==> src/hw/rtl/ouk_pkg.sv <==
// Shared types and codes for the ordered unique-key table.
package ouk_pkg;

   typedef struct packed {
      logic [1:0]         command;
      logic signed [31:0] key;
      logic signed [31:0] amount;
   } req_type;

   typedef struct packed {
      logic [2:0]         status;
      logic signed [31:0] entry_key;
      logic signed [31:0] entry_amount;
      logic               last;
   } rsp_type;

   typedef struct packed {
      logic signed [31:0] key;
      logic signed [31:0] amount;
   } entry_type;

   localparam logic [1:0] CMD_LIST   = 2'd0;
   localparam logic [1:0] CMD_INSERT = 2'd1;
   localparam logic [1:0] CMD_REMOVE = 2'd2;

   localparam logic [2:0] STAT_INSERTED  = 3'd0;
   localparam logic [2:0] STAT_DUPLICATE = 3'd1;
   localparam logic [2:0] STAT_REMOVED   = 3'd2;
   localparam logic [2:0] STAT_NOT_FOUND = 3'd3;
   localparam logic [2:0] STAT_EMPTY     = 3'd4;
   localparam logic [2:0] STAT_FULL      = 3'd5;
   localparam logic [2:0] STAT_LISTED    = 3'd6;

endpackage

==> src/hw/rtl/ouk_ram.sv <==
// Entry memory: one write port, one registered read port.
module ouk_ram #(
   parameter int DEPTH = 16,
   localparam int AW = (DEPTH > 1) ? $clog2(DEPTH) : 1
) (
   input  logic               clock,
   input  logic               wr_en,
   input  logic [AW-1:0]      wr_addr,
   input  ouk_pkg::entry_type wr_data,
   input  logic               rd_en,
   input  logic [AW-1:0]      rd_addr,
   output ouk_pkg::entry_type rd_data
);
   import ouk_pkg::*;

   entry_type mem_ff [DEPTH];
   entry_type rd_data_ff;

   always_ff @(posedge clock) begin
      if (wr_en) begin
         mem_ff[wr_addr] <= wr_data;
      end
   end

   always_ff @(posedge clock) begin
      if (rd_en) begin
         rd_data_ff <= mem_ff[rd_addr];
      end
   end

   assign rd_data = rd_data_ff;

endmodule

==> src/hw/rtl/ordered_unique_key_table_top.sv <==
// Top level of the ordered unique-key table: sequencer, key compare and output register.
// An empty table answers a list or remove straight from idle; a list streams its entries
//    back to back, insert or remove scans the entries in order, one key compare a cycle,
//    and a hit remove then shifts the entries above the hit down.
// A new command is taken only in idle, once the last one is done; the receiver cannot stall.
// Reset (synchronous, active high) empties the table; memory contents are not cleared.
module ordered_unique_key_table_top #(
   parameter int DEPTH = 16
) (
   input  logic             clock,
   input  logic             reset,
   input  logic             start,
   output logic             busy,
   input  ouk_pkg::req_type req_data,
   output logic             rsp_strobe,
   output ouk_pkg::rsp_type rsp_data
);
   import ouk_pkg::*;

   localparam int AW = (DEPTH > 1) ? $clog2(DEPTH) : 1;
   localparam int CW = $clog2(DEPTH + 1);

   localparam logic [1:0] S_IDLE  = 2'd0;
   localparam logic [1:0] S_SCAN  = 2'd1;
   localparam logic [1:0] S_SHIFT = 2'd2;
   localparam logic [1:0] S_LIST  = 2'd3;

   logic [1:0]    state_ff, state_in;
   logic [CW-1:0] count_ff, count_in;
   logic [CW-1:0] rd_idx_ff, rd_idx_in;
   logic          pend_ff, pend_in;
   logic [AW-1:0] pend_idx_ff, pend_idx_in;
   req_type       req_ff, req_in;
   logic          rsp_strobe_ff, rsp_strobe_in;
   rsp_type       rsp_ff, rsp_in;

   logic          rd_en;
   logic [AW-1:0] rd_addr;
   entry_type     rd_data;
   logic          wr_en;
   logic [AW-1:0] wr_addr;
   entry_type     wr_data;

   logic          more;
   logic          match;
   logic          full;

   ouk_ram #(.DEPTH(DEPTH)) u_ram (
      .clock   (clock),
      .wr_en   (wr_en),
      .wr_addr (wr_addr),
      .wr_data (wr_data),
      .rd_en   (rd_en),
      .rd_addr (rd_addr),
      .rd_data (rd_data)
   );

   // More entries left to fetch; the shared comparator checks the fetched key.
   assign more  = (rd_idx_ff < count_ff);
   assign match = pend_ff && (rd_data.key == req_ff.key);
   assign full  = (count_ff == CW'(DEPTH));

   always_comb begin
      state_in      = state_ff;
      count_in      = count_ff;
      rd_idx_in     = rd_idx_ff;
      pend_in       = 1'b0;
      pend_idx_in   = pend_idx_ff;
      req_in        = req_ff;
      rsp_strobe_in = 1'b0;
      rsp_in.status       = STAT_EMPTY;
      rsp_in.entry_key    = req_ff.key;
      rsp_in.entry_amount = '0;
      rsp_in.last         = 1'b1;
      rd_en   = 1'b0;
      rd_addr = rd_idx_ff[AW-1:0];
      wr_en   = 1'b0;
      wr_addr = count_ff[AW-1:0];
      wr_data.key    = req_ff.key;
      wr_data.amount = req_ff.amount;

      unique case (state_ff)
         S_IDLE: begin
            if (start) begin
               req_in           = req_data;
               rd_idx_in        = '0;
               rsp_in.entry_key = req_data.key;
               unique case (req_data.command)
                  CMD_LIST: begin
                     if (count_ff == '0) begin
                        rsp_strobe_in = 1'b1;
                     end else begin
                        state_in = S_LIST;
                     end
                  end
                  CMD_INSERT: begin
                     state_in = S_SCAN;
                  end
                  CMD_REMOVE: begin
                     if (count_ff == '0) begin
                        rsp_strobe_in = 1'b1;
                     end else begin
                        state_in = S_SCAN;
                     end
                  end
                  default: begin
                     // unused command code: drop, no transfer
                  end
               endcase
            end
         end

         S_SCAN: begin
            // Fetch one entry a cycle, compare on the following cycle.
            if (more) begin
               rd_en       = 1'b1;
               pend_in     = 1'b1;
               pend_idx_in = rd_idx_ff[AW-1:0];
               rd_idx_in   = rd_idx_ff + CW'(1);
            end
            if (match) begin
               pend_in = 1'b0;
               if (req_ff.command == CMD_INSERT) begin
                  rsp_strobe_in = 1'b1;
                  rsp_in.status = STAT_DUPLICATE;
                  state_in      = S_IDLE;
               end else begin
                  // Close the gap starting just above the hit.
                  rd_idx_in = CW'(pend_idx_ff) + CW'(1);
                  state_in  = S_SHIFT;
               end
            end else if (!pend_ff && !more) begin
               rsp_strobe_in = 1'b1;
               state_in      = S_IDLE;
               if (req_ff.command == CMD_INSERT) begin
                  if (full) begin
                     rsp_in.status = STAT_FULL;
                  end else begin
                     wr_en         = 1'b1;
                     count_in      = count_ff + CW'(1);
                     rsp_in.status = STAT_INSERTED;
                  end
               end else begin
                  rsp_in.status = STAT_NOT_FOUND;
               end
            end
         end

         S_SHIFT: begin
            // Read entry i, write it back at i-1 in the following cycle.
            if (more) begin
               rd_en       = 1'b1;
               pend_in     = 1'b1;
               pend_idx_in = rd_idx_ff[AW-1:0];
               rd_idx_in   = rd_idx_ff + CW'(1);
            end
            if (pend_ff) begin
               wr_en   = 1'b1;
               wr_addr = pend_idx_ff - AW'(1);
               wr_data = rd_data;
            end
            if (!pend_ff && !more) begin
               count_in      = count_ff - CW'(1);
               rsp_strobe_in = 1'b1;
               rsp_in.status = STAT_REMOVED;
               state_in      = S_IDLE;
            end
         end

         S_LIST: begin
            // Stream entries in order, one transfer a cycle.
            if (more) begin
               rd_en       = 1'b1;
               pend_in     = 1'b1;
               pend_idx_in = rd_idx_ff[AW-1:0];
               rd_idx_in   = rd_idx_ff + CW'(1);
            end
            if (pend_ff) begin
               rsp_strobe_in       = 1'b1;
               rsp_in.status       = STAT_LISTED;
               rsp_in.entry_key    = rd_data.key;
               rsp_in.entry_amount = rd_data.amount;
               rsp_in.last         = (CW'(pend_idx_ff) == count_ff - CW'(1));
               if (rsp_in.last) begin
                  state_in = S_IDLE;
               end
            end
         end

         default: begin
            state_in = S_IDLE;
         end
      endcase
   end

   always_ff @(posedge clock) begin
      if (reset) begin
         state_ff      <= S_IDLE;
         count_ff      <= '0;
         pend_ff       <= 1'b0;
         rsp_strobe_ff <= 1'b0;
      end else begin
         state_ff      <= state_in;
         count_ff      <= count_in;
         pend_ff       <= pend_in;
         rsp_strobe_ff <= rsp_strobe_in;
      end
   end

   always_ff @(posedge clock) begin
      rd_idx_ff   <= rd_idx_in;
      pend_idx_ff <= pend_idx_in;
      req_ff      <= req_in;
      rsp_ff      <= rsp_in;
   end

   assign busy       = (state_ff != S_IDLE);
   assign rsp_strobe = rsp_strobe_ff;
   assign rsp_data   = rsp_ff;

   // The entry count never passes the table size.
   a_count_bound: assert property (@(posedge clock) disable iff (reset)
      count_ff <= CW'(DEPTH))
      else $error("entry count above table size");

   // An unused command code produces no transfer.
   a_unused_cmd: assert property (@(posedge clock) disable iff (reset)
      (start && !busy && req_data.command != CMD_LIST && req_data.command != CMD_INSERT
       && req_data.command != CMD_REMOVE) |=> !rsp_strobe)
      else $error("transfer for unused command");

   // A list streams without gaps up to its last entry.
   a_list_contiguous: assert property (@(posedge clock) disable iff (reset)
      (rsp_strobe && !rsp_data.last) |=> (rsp_strobe && rsp_data.status == STAT_LISTED))
      else $error("gap inside list");

   // Shifting only happens with a non-empty table.
   a_shift_nonempty: assert property (@(posedge clock) disable iff (reset)
      (state_ff == S_SHIFT) |-> (count_ff != '0))
      else $error("shift on empty table");

endmodule
==> config.mk <==
export PLATFORM = sky130hd
export DESIGN_NAME = ordered_unique_key_table_top
export DESIGN_NICKNAME = d
export VERILOG_FILES = /design/src/hw/rtl/ouk_pkg.sv /design/src/hw/rtl/ouk_ram.sv /design/src/hw/rtl/ordered_unique_key_table_top.sv
export SDC_FILE = /design/constraint.sdc
export NUM_CORES = 1
export LEC_CHECK = 0
export ABC_AREA = 1
export BUFFER_PORTS_ARGS = -buffer_cell sky130_fd_sc_hd__buf_2
export CELL_PAD_IN_SITES_DETAIL_PLACEMENT = 1
export CELL_PAD_IN_SITES_GLOBAL_PLACEMENT = 1
export CORE_MARGIN = 2
export CORE_UTILIZATION = 46
export CTS_CLUSTER_DIAMETER = 30
export CTS_CLUSTER_SIZE = 24
export DETAILED_ROUTE_END_ITERATION = 10
export PLACE_DENSITY = 0.73
export SKIP_LAST_GASP = 1
export SYNTH_ARGS = -nofsm -noshare
export SYNTH_HDL_FRONTEND = slang
export SYNTH_SLANG_ARGS = --single-unit
export TNS_END_PERCENT = 1
==> constraint.sdc <==
create_clock -name clock -period 5.15 [get_ports clock]
set_clock_uncertainty 0.15 [all_clocks]
set_input_delay 0.7725 -clock clock [delete_from_list [all_inputs] [get_ports clock]]
set_output_delay 0.7725 -clock clock [all_outputs]
set_load 0.02 [all_outputs]
* After elaboration in Yosys (flattened, before gate mapping)
Memory sizes are Yosys's and may differ from the RTL's. A register that Yosys moved wholly into a read port is not among the register bits.
Index checks and enable logic that the tools add are counted.
** Storage, ports and cells
- Input bits :: 69
- Output and inout bits :: 70
- Word-level logic and storage cells :: 111
- Memories kept :: 1
- RAM bits :: 1024
- Bits in registers :: 152
** Cells by class
- $add $sub $neg :: 5
- Order comparisons :: 1
- Equal/unequal tests :: 20
- Multiplexer cells :: 54
- Reduce and logical (&&, ||, !) cells :: 17
** Memories
- u_ram.mem_ff :: depth 16, bits a word 64, read ports 1, clocked after memory_dff 1, wr ports 1, RTL line ouk_ram.sv:16 : entry_type mem_ff [DEPTH];
** Operator list (number)
- 2-to-1 mux 64 bit :: 2
- 2-to-1 mux 67 bit :: 1
- one-hot mux 32 bit (2 select lines) :: 1
- 2-to-1 mux 5 bit :: 9
- == test 32 bit :: 1
- 2-to-1 mux 32 bit :: 1
- 2-to-1 mux 3 bit :: 6
- 2-to-1 mux 1 bit :: 16
- 2-to-1 mux 2 bit :: 8
- != test 2 bit, second input constant :: 8
- one-hot mux 5 bit (3 select lines) :: 1
- AND reduction 6 bit :: 2
- adder 5 x 1 -> 5 bit, second input constant :: 2
- one-hot mux 5 bit (2 select lines) :: 1
- one-hot mux 3 bit (3 select lines) :: 1
- 2-to-1 mux 4 bit :: 2
- one-hot mux 2 bit (4 select lines) :: 1
- == test 2 x 1 -> 1 bit, second input constant :: 3
- == test 2 bit, second input constant :: 3
- != test 3 bit, second input constant :: 2
- one-hot mux 2 bit (3 select lines) :: 1
- AND reduction 2 bit :: 3
- adder 4 x 1 -> 5 bit, second input constant :: 1
- == test 4 x 5 -> 1 bit :: 1
- other kinds (14) :: 20

* Logic depth before layout (Yosys ltp)
Gate-level depths: netlist (run 1).
- Depth in word-level cells :: 8
- Gate-level depth with buffers :: 15
- Depth with buffers taken out :: 15

* Modules after synthesis
Synthesis (run 1) repeated with hierarchy kept, for this count alone.
** Unflattened totals
- Cells, all modules :: 5203
- Area, all modules :: 53445.0 sq um
** By module, submodules not included
- ouk_ram :: seq. area each 32671.3 sq um, area an instance 45899.0 sq um, cells an instance 4210, times used 1
- ordered_unique_key_table_top :: seq. area each 3793.6 sq um, area an instance 7546.0 sq um, cells an instance 993, times used 1

* Least setup slack after synthesis (run 1)
Ideal clock, no wire load.
- Path type :: reg2reg
- Start :: register rd_idx_ff[3]
- End :: memory u_ram.mem_ff[0][0] (netlist bit) (enable)
- Period minus slack after synthesis :: 5.008 ns
- Data required time :: 4.514 ns
- Data arrival time :: 4.372 ns
- Path slack :: 0.142 ns
- Cell stages (with the launch flop) :: 11
- Library setup time :: 0.486 ns
- Path buffers :: 0
- Cell sequence :: edfxtp_1 > ha_1 > nand2_1 > or2_4 > nand3_4 > nand2_4 > inv_2 > nand4_4 > a21oi_4 > nand3_2 > nor2_1
** Between the ends
- Longest elaborated chain between the ends :: 8
** RTL lines
- start: declaration :: RTL line ordered_unique_key_table_top.sv:30 : logic [CW-1:0] rd_idx_ff, rd_idx_in;
- start signal: assignment :: RTL line ordered_unique_key_table_top.sv:211 : rd_idx_ff <= rd_idx_in;
- less-than comparator 5 bit :: RTL line ordered_unique_key_table_top.sv:59 : assign more = (rd_idx_ff < count_ff);
- logical NOT 1 bit :: RTL line ordered_unique_key_table_top.sv:132 : end else if (!pend_ff && !more) begin
- logical AND 1 bit :: RTL line ordered_unique_key_table_top.sv:132
- 2-to-1 mux 1 bit :: RTL line ordered_unique_key_table_top.sv:132
- 2-to-1 mux 1 bit :: RTL line ordered_unique_key_table_top.sv:121 : if (match) begin
- one-hot mux 1 bit (2 select lines) :: RTL line ordered_unique_key_table_top.sv:82 : unique case (state_ff)
- 2-to-1 mux 1 bit :: RTL line ouk_ram.sv:20 : if (wr_en) begin
- 2-to-1 mux 1 bit (not written as such) :: RTL line ouk_ram.sv:21 : mem_ff[wr_addr] <= wr_data;
- end: declaration :: RTL line ouk_ram.sv:16
Every way passes these cells.

* Worst setup path after layout (run 1)
- Start :: register state_ff[1]
- End :: memory u_ram.mem_ff[14][57] (netlist bit) (enable)
** Between the ends
- Longest elaborated chain between the ends :: 4
- Elaborated cells between the ends (all ways) :: 6
** RTL lines
- start: declaration :: RTL line ordered_unique_key_table_top.sv:28 : logic [1:0] state_ff, state_in;
- start signal: assignment :: RTL line ordered_unique_key_table_top.sv:203 : state_ff <= state_in;
- == test 2 bit or == test 2 x 1 -> 1 bit (tied branches) :: RTL line ordered_unique_key_table_top.sv:82
- one-hot mux 1 bit (2 select lines) :: RTL line ordered_unique_key_table_top.sv:82
- 2-to-1 mux 1 bit :: RTL line ouk_ram.sv:20
- 2-to-1 mux 1 bit (not written as such) :: RTL line ouk_ram.sv:21
Parallel ways exist; a longest one is shown, timed or not.

==> results of run 1 <==
-- metal layers --
layer	GRT usage	share of wire	wire (µm)	up-vias
met1	0.371	0.42	63100	17200
li1	-	-	-	14500
met4	0.101	0.028	4280	0
met2	0.450	0.48	72900	1516
met5	0	0	0	-
met3	0.0474	0.071	10700	313
-- stage by stage --
stage               utilization  setup slack [ns]
finish                    0.576              1.29
global route              0.576              1.13
CTS                       0.576              1.30
detailed placement        0.491              1.29
global placement          0.491              1.48
floorplan                     -             0.142
-- layout make-up --
cell class | instances | area share
sequential | 1240 | 0.599
multi-input combinational | 2149 | 0.186
clock buffer | 260 | 0.0981
clock inverter | 185 | 0.0397
timing repair buffer | 305 | 0.0387
tap | 1391 | 0.0286
inverter | 162 | 0.0103
-- synth_stat cells (all sizes together), types with 33 or more instances --
cell,instances,area [µm²]
nand3,129,696
nand2,477,1800
dfxtp,77,1540
inv,158,593
o211ai,33,248
o32ai,159,1390
buf,92,472
mux2i,97,971
nor2,681,2570
clkbuf,137,514
o221ai,97,850
edfxtp,1163,34900
o21ai,403,2020
-- how the worst max path moves through the flow --
stage / to / slack, ns / depth (start not counted)
after global placement: u_ram.mem_ff[0][15]$_DFFE_PP_ / 1.48 / 8
after global routing: u_ram.mem_ff[0][54]$_DFFE_PP_ / 1.13 / 8
after CTS: u_ram.mem_ff[0][56]$_DFFE_PP_ / 1.30 / 8
after detailed placement: u_ram.mem_ff[0][13]$_DFFE_PP_ / 1.29 / 8
after floorplan: u_ram.mem_ff[0][0]$_DFFE_PP_ / 0.14 / 10
final: u_ram.mem_ff[14][57]$_DFFE_PP_ / 1.29 / 6
-- power groups by stage --
stage / clock [mW] / combinational (mW) / sequential, mW
floorplan: 0 / 5.03 / 12.8
global placement: 0 / 7.58 / 12.7
detailed placement: 0 / 7.87 / 12.8
CTS: 16.2 / 8.13 / 12.6
global route: 16.7 / 8.88 / 12.6
finish: 16.1 / 8.17 / 12.6
-- cell families after synthesis --
| family | after synthesis | share of synthesized area |
|---|---|---|
| multiplexers | 97 | 0.0197 |
| AO/OA/AOI/OAI | 711 | 0.0939 |
| adder cells (fa/ha/maj) | 17 | 0.00432 |
| XOR/XNOR | 13 | 0.00231 |
| AND/OR/NAND/NOR | 1311 | 0.106 |
| flip-flops | 1240 | 0.741 |
| buffers and inverters | 391 | 0.0324 |
-- registers in the layout (all words and copies together), names as in the netlist --
name	count
req_ff	66
u_ram.rd_data	64
rd_idx_ff	5
count_ff	5
u_ram.mem_ff	1024
rsp_strobe	1
state_ff	2
pend_ff	1
rsp_data	68
pend_idx_ff	4
-- critical path: cells and delay by family (launching register included) --
kind / cells / cell delay, ns
AND/OR/NAND/NOR: 3 / 1.21
adder cells (fa/ha/maj): 1 / 0.39
AO/OA/AOI/OAI: 1 / 0.69
flip-flops: 1 / 0.40
buffers and inverters: 1 / 0.59
-- cell usage in the layout (no fill, tap or decap), drive strengths merged --
cell type    count
nand2          477
or2              4
bufinv          40
o2111ai          1
buf            250
nand3b           2
ha              17
clkinv          96
a21oi           17
o221ai          97
clkbuf         260
o21ai          403
o211ai          33
nor3             3
and3             1
edfxtp        1163
nand3          129
inv            186
dlygate4sd3     55
o31ai            1
nor4             1
o32ai          159
clkinvlp        25
xor2            10
nor2           681
dfxtp           77
xnor2            3
nand4           13
mux2i           97
==> impl.org, run 1 <==
** Synthesis
- For this run, the register share of the synthesized area comes to 0.741.
- Async set or reset register ratio after synthesis :: 0
- Main flop type after synthesis :: sky130_fd_sc_hd__edfxtp_1
- Yosys printed 0 warnings.
- Synthesized area per cell :: 13.0 µm²
- Yosys mapped a number of flops with a built-in enable equal to 1163.
- Summed instance area of the synthesized netlist :: 49200 µm²
- Cell variety after synth :: 41
- Counting flops and latches in the post-synthesis netlist gives 1240.
- Post-synthesis instance total :: 3780
- Synth Net Count :: 3866

** Hold path
- Sink of the worst hold path :: req_ff[40]$_DFFE_PP_
- In this run the most critical hold path is launched from req_data[40].
- Hold Path Cell Cnt :: 1
- The tightest min-delay check is of the input pin to flip-flop type.

** Clock tree
- In this run, post-CTS repair resized a total of 0 instances.
- CTS tree :: done
- Buffers from clock root to sink, at most :: 3
- In this run the number of H-tree levels came out at 4.
- The later pin in the worst-skew pair is clocked with a latency of 0.83 ns.
- Inserted Clock Buffers :: 233
- Hold buffer count at CTS :: 55
- Root buf cell :: sky130_fd_sc_hd__clkbuf_16
- Clock tree synthesis found a total of 1240 sinks.
- After clock tree synthesis, the clock-pin slew on the worst setup and hold paths is 0.05 ns.
- Post-CTS timing repair inserted 0 buffers for setup.

** Layout
- Area added between synthesis and finish :: 23.7%
- In the final layout, the multi-input gates occupy 11300 µm².
- Post-layout instance area :: 60900 µm²
- Registers take 36500 µm².
- The repair_antennas step left the layout with diodes totalling 0.
- Fraction of final layout cells sized beyond drive strength 1 :: 0.164
- Counting the fill cells in the layout gives 10200.
- Final nets :: 4177
- The finished layout holds 5692 standard cells, fillers aside.

** Power
- Switching part of the total power :: 0.324
- Sequential power share :: 0.342
- Total power draw :: 36.8 mW
- The share of total power dissipated in combinational logic is 0.222.
- For this design the ratio of total power to cell area is 605 nW/µm².
- In this run the static leakage power is 21.6 nW.
- Reported net switching power :: 11.9 mW
- Clk network pwr share :: 0.436
- Cell-internal power :: 24.9 mW
- Largest vdd supply drop :: 0.000472 V

** Routing
- In this run the remaining antenna-violating nets after routing total 0.
- For this run, design rule violations remaining after detail routing come to 0.
- The routed layout has 33500 vias.
- After detailed routing, the number of vias per cell comes to 5.89.
- The routed design has 151 mm of wire.
- The detailed router finished its first iteration with 3326 violations.
- Initial DRT Pass Iterations :: 8
- Dividing the detail-routed wire length by the instance count gives 26.5 µm.

** GRT
- Remaining Overflow, GRT :: 0
- Largest net degree at the start of global routing :: 233
- First-pass GRT wire length :: 225 mm
- Number of antenna violations at the first check in global routing :: 1
- GRT Total Usage :: 0.275
- The number of global-route vias before repair is 36000.

** Setup path
- Data arrival at the endpoint of the critical path :: 4.12 ns
- Crit start category :: flip-flop
- In this run the critical register-to-register path is launched from state_ff[1]$_SDFFE_PP0P_.
- Largest stage delay on the critical path :: 0.69 ns
- The slowest stage of the critical path is the sky130_fd_sc_hd__o21ai_0 cell.
- Capturing point of the worst reg2reg path :: u_ram.mem_ff[14][57]$_DFFE_PP_
- The critical path goes through ha_1, nand2_4, o21ai_0, nand3_2, nor2_4, buf_4.
- Required time of the worst setup path :: 5.41 ns
- The setup path with the least slack is of type flip-flop to flip-flop.
- The number of cells on the worst reg-to-reg path is 6.
- R2R Setup Slk :: 1.29 ns
- Critical Path Sink Type :: flip-flop
- In this run the worst path has a maximum fanout of 50.
- Critical Path Source :: state_ff[1]$_SDFFE_PP0P_

** Placed design
- The placed instances occupy a cell area of 51900 µm².
- Routability-driven placement finished with a final weighted congestion of 0.913.
- The HPWL after detailed placement is 76.9 mm.
- After detailed placement, the design holds a cell count of 5192.
- Input and output buffers added on the ports amount to 138.

** Floorplan
- Die H :: 331 µm
- During I/O placement, the number of pins put on the boundary was 139.
- Full die area :: 110000 µm²
- DIE WIDTH :: 331 µm
- Area of the core :: 106000 µm²
- For this configuration, the core starts out at a cell density of 0.466.
- Row cnt :: 119

** STA
- For the pin with the worst max-slew slack, the measured transition is 1.32 ns.
- Maximum clock frequency :: 259 MHz
- Dividing the final minimum period by the clock period gives 0.750.
- Setup repair after global routing left no endpoint under its margin.
- The number of pins with negative max-slew slack in the final report was 0.
- The smallest clock period supported by the final layout is computed as 3.86 ns.
- The number of endpoints with negative hold slack in the final report was 0.
- Setup-failing EPs final :: 0
- After routing, the total negative slack on setup checks comes to 0 ns.
- Worst hold slack :: 0.0515 ns
- The worst pin sits at a relative slew slack of 0.112.

** Flow run
- Max-cap violations in this run came to 0.

** Status
- Run status :: finished clean
Power figures use the tool's default switching activity.
==> run 2: changes to the inputs <==
==> constraint.sdc (replaced) <==
create_clock -name clock -period 3.55 [get_ports clock]
set_clock_uncertainty 0.15 [all_clocks]
set_input_delay 0.5325 -clock clock [delete_from_list [all_inputs] [get_ports clock]]
set_output_delay 0.5325 -clock clock [all_outputs]
set_load 0.02 [all_outputs]
==> impl.org, run 2 (synthesized netlist as in run 1, its figures left out) <==
** Routing
- Number of vias per cell :: 5.91
- Routed length per placed instance :: 27.4 µm
- Wirelength, routed :: 158 mm
- In this run, the number of DRC markers left after iteration 0 of detailed routing was 3204.
- DRT antenna net count :: 0
- Initial DRT Pass Iterations :: 6
- For this run, design rule violations remaining after detail routing come to 0.
- The routed layout has 34100 vias.

** STA
- For the pin with the worst max-slew slack, the measured transition is 1.10 ns.
- The number of endpoints with negative hold slack in the final report was 0.
- The clock period could shrink to 3.49 ns.
- RSZ-0062 raised after global routing :: yes
- Maximum clock frequency :: 286 MHz
- Max-Slew Margin vs Limit :: 0.266
- The number of pins with negative max-slew slack in the final report was 0.
- Setup violations remaining at the end of the flow were counted as 0.
- In the finished design, the share of the clock period the worst path needs comes to 0.984.
- Fin Setup TNS :: 0 ns

** Setup path
- In this run the critical register-to-register path is captured at u_ram.mem_ff[9][57]$_DFFE_PP_.
- The critical path runs through a total of 12 cells.
- For the worst flop-to-flop path, the logic depth is 12.
- Required time of the worst setup path :: 3.85 ns
- Cell chain of the critical path :: inv_1, ha_1, nand2_1, or2_4, nand3_4, nand2_4, inv_2, nand4_4, a21oi_4, nand3_2, nor2_4, buf_4
- The kind of cell with the highest combined delay along the critical path is simple AND/OR/NAND/NOR gates.
- Across all register-to-register paths, the minimum setup slack is 0.06 ns.
- The worst setup path is captured at a flip-flop.
- The critical path starts at count_ff[3]$_SDFFE_PP0P_.
- Crit start category :: flip-flop
- The worst register-to-register path begins at count_ff[3]$_SDFFE_PP0P_.
- In this design, the stage delay of the slowest critical-path cell is 0.44 ns.
- The number of buffers and inverters on the critical path is 3.
- Data on the critical path arrives at its endpoint at 3.79 ns.
- The critical path is of the flip-flop to flip-flop type.
- Along the worst path, the maximum fanout reaches 21.
- The slowest stage of the critical path is the sky130_fd_sc_hd__dfxtp_1 cell.

** Power
- Of the total power, combinational logic draws 0.229.
- Summed over all nets, the switching power comes to 17.8 mW.
- Of the total power, the share spent switching nets is 0.318.
- Clk network pwr share :: 0.445
- Total power draw :: 55.9 mW
- Across the VDD grid, the largest voltage drop is 0.000625 V.
- Reported leakage power :: 22.3 nW
- Power spread over the standard cell area amounts to 900 nW/µm².
- Of the total power, registers draw 0.326.
- Cell internal power was estimated by the tool at 38.1 mW.

** Layout
- Combined area of the multi-input logic cells :: 11300 µm²
- Area added between synthesis and finish :: 26.2%
- In the layout the commonest cells are sky130_fd_sc_hd__edfxtp_1, sky130_fd_sc_hd__nor2_1, sky130_fd_sc_hd__nand2_1, sky130_fd_sc_hd__o21ai_0, sky130_fd_sc_hd__clkbuf_16.
- Number of inserted filler cells in the final layout :: 10200
- Utilization after layout :: 0.588
- Most frequent standard cell in the layout excluding fill and tap cells :: sky130_fd_sc_hd__edfxtp_1
- Count of inserted antenna diode cells :: 0
- Counting flops per register, the top entry is u_ram.mem_ff.
- The register with the most flip-flops in the layout has 1024 of them.
- Fraction of final layout cells sized beyond drive strength 1 :: 0.170
- Total area of sequential cells :: 36500 µm²
- Final nets :: 4267

** GRT
- The first global-routing pass estimated 234 mm of wire.
- The number of global-route vias before repair is 37200.
- GRT Total Usage :: 0.288
- Largest net degree at the start of global routing :: 204
- Remaining Overflow, GRT :: 0
- Number of antenna violations at the first check in global routing :: 2

** Clock tree
- For this design, the sink count on the clock tree is 1240.
- Buffers from clock root to sink, at most :: 4
- The number of clock buffers added by TritonCTS is 277.
- Clock-pin slew was measured on the worst setup and hold paths at 0.04 ns.
- CTS tree :: done
- The clock reaches the later pin of the worst-skew pair after 0.89 ns.
- Post-CTS setup buffer count :: 0
- The cell sitting at the root of the clock tree is a sky130_fd_sc_hd__clkbuf_16.
- The clock tree synthesis step divided the H-tree into 5 levels.

** Floorplan
- Die H :: 331 µm
- Area of the core :: 106000 µm²
- I/O pin total :: 139
- Row generation in the floorplan step produced 119 rows.
- The initial utilization of the core area, before any placement, comes to 0.466.
- Full die area :: 110000 µm²
- The die is 331 µm wide.

** Hold path
- The min-delay analysis places its worst path in the category input pin to flip-flop.
- In this run the most critical hold path is launched from start.
- The worst hold path passes through 2 cells.
- For hold timing, the worst endpoint is rd_idx_ff[1]$_DFFE_PN_.

** Flow run
- Across the run, the number of max-cap violations was 0.

** Placed design
- The congestion estimate from routability-driven global placement came to 0.905.
- Detailed placement finished with a half-perimeter wire length of 85.6 mm.
- Port buffering added 138 buffers.

** Status
- Run status :: finished clean
-- run 2: changes by cell type in the layout (fill, tap and decap cells not counted), sizes merged --
| cell | change |
|---|---|
| bufinv | -8 |
| clkinvlp | -5 |
| dlygate4sd3 | +12 |
| clkinv | -10 |
| clkbuf | +69 |
| buf | +34 |
| inv | -16 |
-- run 2: power by group through the flow --
stage	clock, mW	combinational [mW]	sequential (mW)
final	24.9	12.8	18.2
after global routing	25.8	13.8	18.3
after CTS	25.2	12.7	18.2
after detailed placement	0	12.3	18.4
after global placement	0	11.9	18.4
after floorplan	0	7.31	18.5
-- run 2: cell type report --
type                    count  area share
flip-flops and latches   1240       0.587
multi-input cells        2149       0.182
clock buffers             329       0.118
repair buffers            351      0.0477
well taps                1391      0.0280
clock inverters           146      0.0274
inverters                 162      0.0101
-- run 2: per-layer routing --
| layer | vias to the layer above | wire, µm | GRT usage |
|---|---|---|---|
| met1 | 17500 | 63000 | 0.359 |
| met2 | 1465 | 79300 | 0.494 |
| met4 | 4 | 6240 | 0.130 |
| met5 | - | 24 | 0 |
| li1 | 14700 | - | - |
| met3 | 385 | 9360 | 0.0485 |
-- run 2: worst max-delay path by stage --
stage                                endpoint
2_1_floorplan    u_ram.mem_ff[0][0]$_DFFE_PP_
3_3_place_gp   u_ram.mem_ff[11][58]$_DFFE_PP_
3_5_place_dp    u_ram.mem_ff[9][62]$_DFFE_PP_
4_1_cts         u_ram.mem_ff[9][57]$_DFFE_PP_
5_1_grt         u_ram.mem_ff[9][57]$_DFFE_PP_
6_report        u_ram.mem_ff[9][57]$_DFFE_PP_
-- run 2: stage by stage --
stage	cell area (µm²)	cells	worst slack [ns]	hold slack, ns
global route	62100	5768	-0.0705	0.0486
CTS	62100	5768	0.0805	0.00313
detailed placement	52400	5226	0.189	0.325
finish	62100	5768	0.0566	0.0438
floorplan	49300	3780	-0.430	0.299
global placement	52400	5226	0.260	0.324
-- run 2: repair_timing --
item	in CTS	in global routing
hold endpoints to repair	104	0
setup endpoints to repair	0	111
gates resized for setup	0	1
hold buffers	67	0
